==> config.mk <==
export PLATFORM = sky130hd
export DESIGN_NAME = lgge_controller
export DESIGN_NICKNAME = d
export VERILOG_FILES = /design/src/design/lgge_pkg.sv /design/src/design/lgge_controller.sv
export SDC_FILE = /design/constraint.sdc
export NUM_CORES = 1
export LEC_CHECK = 0
export ABC_CLOCK_PERIOD_IN_PS = 2300
export BUFFER_PORTS_ARGS = -buffer_cell sky130_fd_sc_hd__buf_2
export CAP_MARGIN = 10
export CORE_AREA = 2 2 39 41
export CTS_BUF_LIST = sky130_fd_sc_hd__clkbuf_16
export CTS_CLUSTER_SIZE = 25
export DETAILED_ROUTE_END_ITERATION = 8
export DIE_AREA = 0 0 41 43
export MAX_ROUTING_LAYER = met4
export PLACE_DENSITY_LB_ADDON = 0.1
export SETUP_SLACK_MARGIN = 0.4
export SLEW_MARGIN = 10
export SYNTH_ARGS = -nofsm -noshare
export SYNTH_HDL_FRONTEND = slang
export SYNTH_SLANG_ARGS = --single-unit
==> constraint.sdc <==
create_clock -name i_clk -period 2.3 [get_ports i_clk]
set_input_delay 0.69 -clock i_clk [delete_from_list [all_inputs] [get_ports i_clk]]
set_output_delay 0.69 -clock i_clk [all_outputs]
set_load 0.03 [all_outputs]
==> src/design/lgge_pkg.sv <==
`timescale 1ns / 1ps
`default_nettype none
// ----------------------------------------------------------------------------
// Life grid engine package
// Shared widths, codes and controller/datapath interface types.
// ----------------------------------------------------------------------------
package lgge_pkg;

    localparam int GRID_SIDE_DEF = 64;

    // input beat fields, lowest bit first
    localparam int OPCODE_W    = 2;
    localparam int COORD_W     = 6;
    localparam int OPCODE_LSB  = 0;
    localparam int ROW_LSB     = OPCODE_LSB + OPCODE_W;
    localparam int COLUMN_LSB  = ROW_LSB + COORD_W;
    localparam int VALUE_LSB   = COLUMN_LSB + COORD_W;
    localparam int IN_TDATA_W  = 16;
    localparam int OUT_TDATA_W = 8;

    // wide enough to compare a coordinate against a grid side up to 511
    localparam int COORD_CMP_W = 9;

    // B3/S23
    localparam int BIRTH_COUNT   = 3;
    localparam int SURVIVE_COUNT = 2;
    localparam int COUNT_W       = 4;

    typedef enum logic [OPCODE_W-1:0] {
        OPC_WRITE   = 2'd0,
        OPC_ADVANCE = 2'd1,
        OPC_READ    = 2'd2
    } t_opcode;

    typedef enum logic [3:0] {
        ST_CLEAR,
        ST_IDLE,
        ST_DISPATCH,
        ST_WR_READ,
        ST_WR_MODIFY,
        ST_RD_READ,
        ST_RD_OUT,
        ST_ADV_RD_PREV,
        ST_ADV_RD_CUR,
        ST_ADV_RD_NEXT,
        ST_ADV_CAPTURE,
        ST_ADV_WRITE
    } t_state;

    typedef enum logic [1:0] {
        WR_ZERO,
        WR_CELL,
        WR_LIFE
    } t_wr_src;

    typedef enum logic [1:0] {
        ROW_ITEM,
        ROW_SCAN_PREV,
        ROW_SCAN,
        ROW_SCAN_NEXT
    } t_row_sel;

    typedef enum logic [1:0] {
        CAP_NONE,
        CAP_PREV,
        CAP_CUR,
        CAP_NEXT
    } t_win_cap;

    typedef struct packed {
        logic     item_load;
        logic     rd_en;
        logic     wr_en;
        t_wr_src  wr_src;
        t_row_sel row_sel;
        logic     other_buf;
        t_win_cap win_cap;
        logic     scan_clr;
        logic     scan_inc;
        logic     flip;
        logic     out_load;
    } t_dp_cmd;

    typedef struct packed {
        logic [OPCODE_W-1:0] opcode;
        logic                on_grid;
        logic                scan_last;
        logic                out_busy;
    } t_dp_status;

endpackage
`default_nettype wire

==> src/design/lgge_controller.sv <==
`timescale 1ns / 1ps
`default_nettype none
// ----------------------------------------------------------------------------
// Life grid engine controller
// Sequences the clearing pass, cell writes, cell reads and generation steps.
// ----------------------------------------------------------------------------
module lgge_controller import lgge_pkg::*; (
    input  wire        i_clk,
    input  wire        i_rst_n,
    input  wire        i_s_tvalid,
    output logic       o_s_tready,
    input  t_dp_status i_status,
    output t_dp_cmd    o_cmd
);

    t_state r_state;
    t_state n_state;

    always_ff @(posedge i_clk) begin
        if (!i_rst_n) begin
            r_state <= ST_CLEAR;
        end else begin
            r_state <= n_state;
        end
    end

    always_comb begin
        n_state    = r_state;
        o_cmd      = '0;
        o_s_tready = 1'b0;
        case (r_state)
            ST_CLEAR: begin
                o_cmd.wr_en   = 1'b1;
                o_cmd.wr_src  = WR_ZERO;
                o_cmd.row_sel = ROW_SCAN;
                if (i_status.scan_last) begin
                    o_cmd.scan_clr = 1'b1;
                    n_state        = ST_IDLE;
                end else begin
                    o_cmd.scan_inc = 1'b1;
                end
            end
            ST_IDLE: begin
                o_s_tready      = 1'b1;
                o_cmd.item_load = i_s_tvalid;
                if (i_s_tvalid) begin
                    n_state = ST_DISPATCH;
                end
            end
            ST_DISPATCH: begin
                case (t_opcode'(i_status.opcode))
                    OPC_WRITE:   n_state = i_status.on_grid ? ST_WR_READ : ST_IDLE;
                    OPC_ADVANCE: n_state = ST_ADV_RD_PREV;
                    OPC_READ:    n_state = ST_RD_READ;
                    default:     n_state = ST_IDLE;
                endcase
            end
            ST_WR_READ: begin
                o_cmd.rd_en   = 1'b1;
                o_cmd.row_sel = ROW_ITEM;
                n_state       = ST_WR_MODIFY;
            end
            ST_WR_MODIFY: begin
                o_cmd.wr_en   = 1'b1;
                o_cmd.wr_src  = WR_CELL;
                o_cmd.row_sel = ROW_ITEM;
                n_state       = ST_IDLE;
            end
            ST_RD_READ: begin
                o_cmd.rd_en   = 1'b1;
                o_cmd.row_sel = ROW_ITEM;
                n_state       = ST_RD_OUT;
            end
            ST_RD_OUT: begin
                // hold until the result register is free
                if (!i_status.out_busy) begin
                    o_cmd.out_load = 1'b1;
                    n_state        = ST_IDLE;
                end
            end
            ST_ADV_RD_PREV: begin
                o_cmd.rd_en   = 1'b1;
                o_cmd.row_sel = ROW_SCAN_PREV;
                n_state       = ST_ADV_RD_CUR;
            end
            ST_ADV_RD_CUR: begin
                o_cmd.rd_en   = 1'b1;
                o_cmd.row_sel = ROW_SCAN;
                o_cmd.win_cap = CAP_PREV;
                n_state       = ST_ADV_RD_NEXT;
            end
            ST_ADV_RD_NEXT: begin
                o_cmd.rd_en   = 1'b1;
                o_cmd.row_sel = ROW_SCAN_NEXT;
                o_cmd.win_cap = CAP_CUR;
                n_state       = ST_ADV_CAPTURE;
            end
            ST_ADV_CAPTURE: begin
                o_cmd.win_cap = CAP_NEXT;
                n_state       = ST_ADV_WRITE;
            end
            ST_ADV_WRITE: begin
                o_cmd.wr_en     = 1'b1;
                o_cmd.wr_src    = WR_LIFE;
                o_cmd.row_sel   = ROW_SCAN;
                o_cmd.other_buf = 1'b1;
                if (i_status.scan_last) begin
                    // last row done: swap buffers
                    o_cmd.scan_clr = 1'b1;
                    o_cmd.flip     = 1'b1;
                    n_state        = ST_IDLE;
                end else begin
                    o_cmd.scan_inc = 1'b1;
                    n_state        = ST_ADV_RD_PREV;
                end
            end
            default: begin
                n_state = ST_IDLE;
            end
        endcase
    end

endmodule
`default_nettype wire

==> flow_summary.yaml <==
worst_setup_path:
  critPathCaptureType: "output port"
  path_class: "reg2out"
  path_max_fanout: 9
  critPathRequiredTime_ns: 1.61
  path_delay_family: "simple AND/OR/NAND/NOR gates"
  crit_chain: "and4b_2 > and2_2 > buf_4"
  arrival_ns: 1.20
  worstPathBufferInverterCount: 1
  critPathLaunchType: "flop"
  r2r_setup_slack_ns: 0.85
  r2r-start: "r_state[2]$_SDFFE_PN0P_"
  cp_slowest_stage_delay_ns: 0.38
  cp.depth: 3
  critPathSlowestCell: "dfxtp_4"
  timing.rr.end: "r_state[0]$_SDFFE_PN0P_"
  cp-startpoint: "r_state[2]$_SDFFE_PN0P_"
  crit_end: "o_cmd[1]"
  rr_worst_depth: 5
die:
  io_pins: 23
  die_x_um: 41
  fp.dieH_um: 43
  die-area_um2: 1760
  coreArea_um2: 1380
  fp-row-count: 14
  start_util: 0.341
sta:
  timing.final.ws_setup_ns: 0.411
  slew_headroom: 0.867
  setup_violations: 0
  fmax_mhz: 529
  fin_crit_sh: 0.821
  slew_viol_final: 0
  rsz0062_at_grt: "yes"
  final.min_clock_period_ns: 1.89
  tns_ns: 0
  worst_slew_pin_slew_ns: 0.197
  fin_skew_ns: 0.00102
  hold_viol: 0
cells_and_area:
  multiInputGateArea_um2: 368
  final_common_cell: "buf_4"
  syn_to_final_growth_pct: 68.4
  nNetsFinal: 110
  final_layout_size_suffix_gt1_frac: 0.505
  nFillCells: 143
  regArea_um2: 95.1
  largest_reg_flops: 4
  largestRegisters: "r_state (4)"
  num_antenna_cells: 0
  layout_common_cells: "buf_4, buf_2, nand2_1, nor2_1"
  top_register: "r_state"
logic_synthesis:
  synth.distinct_cells: 30
  yosysTopAreaCellShare: 0.170
  ys_seq_elements: 4
  synth.cell_area_um2: 472
  synth_seq_area_share: 0.170
  async_reset_ff_frac: 0
  ys.flop_type: "dfxtp_1"
  synth.net_count: 79
  syn_area_per_cell_um2: 6.74
  synthTopCellsByArea: "dfxtp_1, nor2b_1, nor2_1"
  synth_largest_area_cell: "dfxtp_1"
  yosys_warnings: 0
  synth-edff-count: 0
  synthCells: 70
clock_network:
  clkLatencyLatePin_ns: 0.22
  cts_root_buffer: "clkbuf_16"
  cts_hold_buf: 0
  cts_buffers: 3
  cts.sinks: 4
  cts_tree: "yes"
  htreeDepth: 1
  clk_pin_slew_ns: 0.03
  cts.path.max_buffers: 2
run_status:
  status: "finished clean"
pwr:
  p_leak_uw: 0.000380
  vdd_ir_drop_max_v: 0.000717
  powerDensity_nw_per_um2: 539
routing:
  drt-vias-per-instance: 5.26
  dr.pass1.iters: 4
  vias: 605
  first_iter_violations: 9
  ant_nets: 0
  route.detailed.drc: 0
  wl_um: 1360
  wl_per_cell_um: 11.8
global_route:
  grt_pass1_wl_um: 2080
  antenna_found_initial: 0
  globalRouteTotalUtil: 0.178
  gr-total-overflow: 0
  grt_max_degree: 12
  grt_pass1_vias: 494
placed_design:
  place_ws_ns: 0.359
  port_buffers: 22
  gp_congestion: 0.796
  hpwl_um: 910
run:
  cap_violations: 0
worst_hold_path:
  worstHoldPathType: "reg2reg"
==> power by group <==
group,switching [µW],internal [µW],total (µW),leakage [µW]
clock network,47.9,222,270,0.0000370
logic,47.4,38.3,85.7,0.000308
registers,4.16,68.6,72.7,0.0000355
total,99.4,329,428,0.000380
==> worst reg2reg max path, stage by stage (launching register included) <==
cell      delay (ns)
dfxtp_4         0.36
buf_4           0.15
or3_1           0.36
a21oi_1         0.16
o221ai_1        0.14
and2_1          0.17
==> worst min-delay path by stage <==
stage	startpoint	to	slack, ns	cells past startpoint
floorplan	r_state[3]$_SDFFE_PN0P_	r_state[3]$_SDFFE_PN0P_	0.65	3
global placement	r_state[0]$_SDFFE_PN0P_	r_state[3]$_SDFFE_PN0P_	0.77	2
detailed placement	r_state[0]$_SDFFE_PN0P_	r_state[3]$_SDFFE_PN0P_	0.74	2
CTS	r_state[2]$_SDFFE_PN0P_	r_state[0]$_SDFFE_PN0P_	0.69	3
global route	i_rst_n	r_state[0]$_SDFFE_PN0P_	0.74	2
finish	r_state[2]$_SDFFE_PN0P_	r_state[0]$_SDFFE_PN0P_	0.70	3
==> final cells by class <==
cell class | count | area share
repair buffers | 32 | 0.274
inverters | 5 | 0.0236
multi-input cells | 55 | 0.463
well taps | 16 | 0.0252
flip-flops and latches | 4 | 0.120
clock buffers | 3 | 0.0945
==> logic make-up after synthesis <==
group           after synthesis  synth area share
simple gates                 34             0.406
compound gates               19             0.265
buf+inv                      11             0.114
flops                         4             0.170
xor+xnor                      1            0.0186
fa+ha+maj                     1            0.0265
==> Yosys cell counts, types with 2 or more instances <==
master	count
a211oi_1	2
a21oi_1	3
and2_1	3
and3_1	2
buf_2	4
buf_4	2
dfxtp_1	4
inv_1	5
nand2_1	6
nand2b_1	3
nand3_1	3
nor2_1	7
nor2b_1	5
o21ai_0	4
o21ai_1	2
==> per-stage QoR <==
stage	instances	hold WS [ns]	utilization	total power [µW]	cell area (µm²)
2_1_floorplan	70	0.655	-	128	492
3_3_place_gp	106	0.773	0.446	151	617
3_5_place_dp	106	0.742	0.446	151	617
4_1_cts	114	0.692	0.557	432	771
5_1_grt	115	0.739	0.574	447	795
6_report	115	0.699	0.574	428	795
==> layer usage <==
layer  part of all wire  up-vias  global-route usage
met4              0.019        0               0.100
li1                   -      307                   -
met2               0.48       19               0.250
met1               0.44      277               0.232
met3              0.060        2              0.0314
met5                  0        -                   -
==> what timing repair did <==
action / CTS / global route
endpoints found under the setup margin: 15 / 12
endpoints found under the hold margin: 0 / 0
pin swaps: 0 / 2
buffers inserted: 5 / 1
gates resized for setup: 21 / 7
Note: power is estimated with default switching activity, not from simulation.
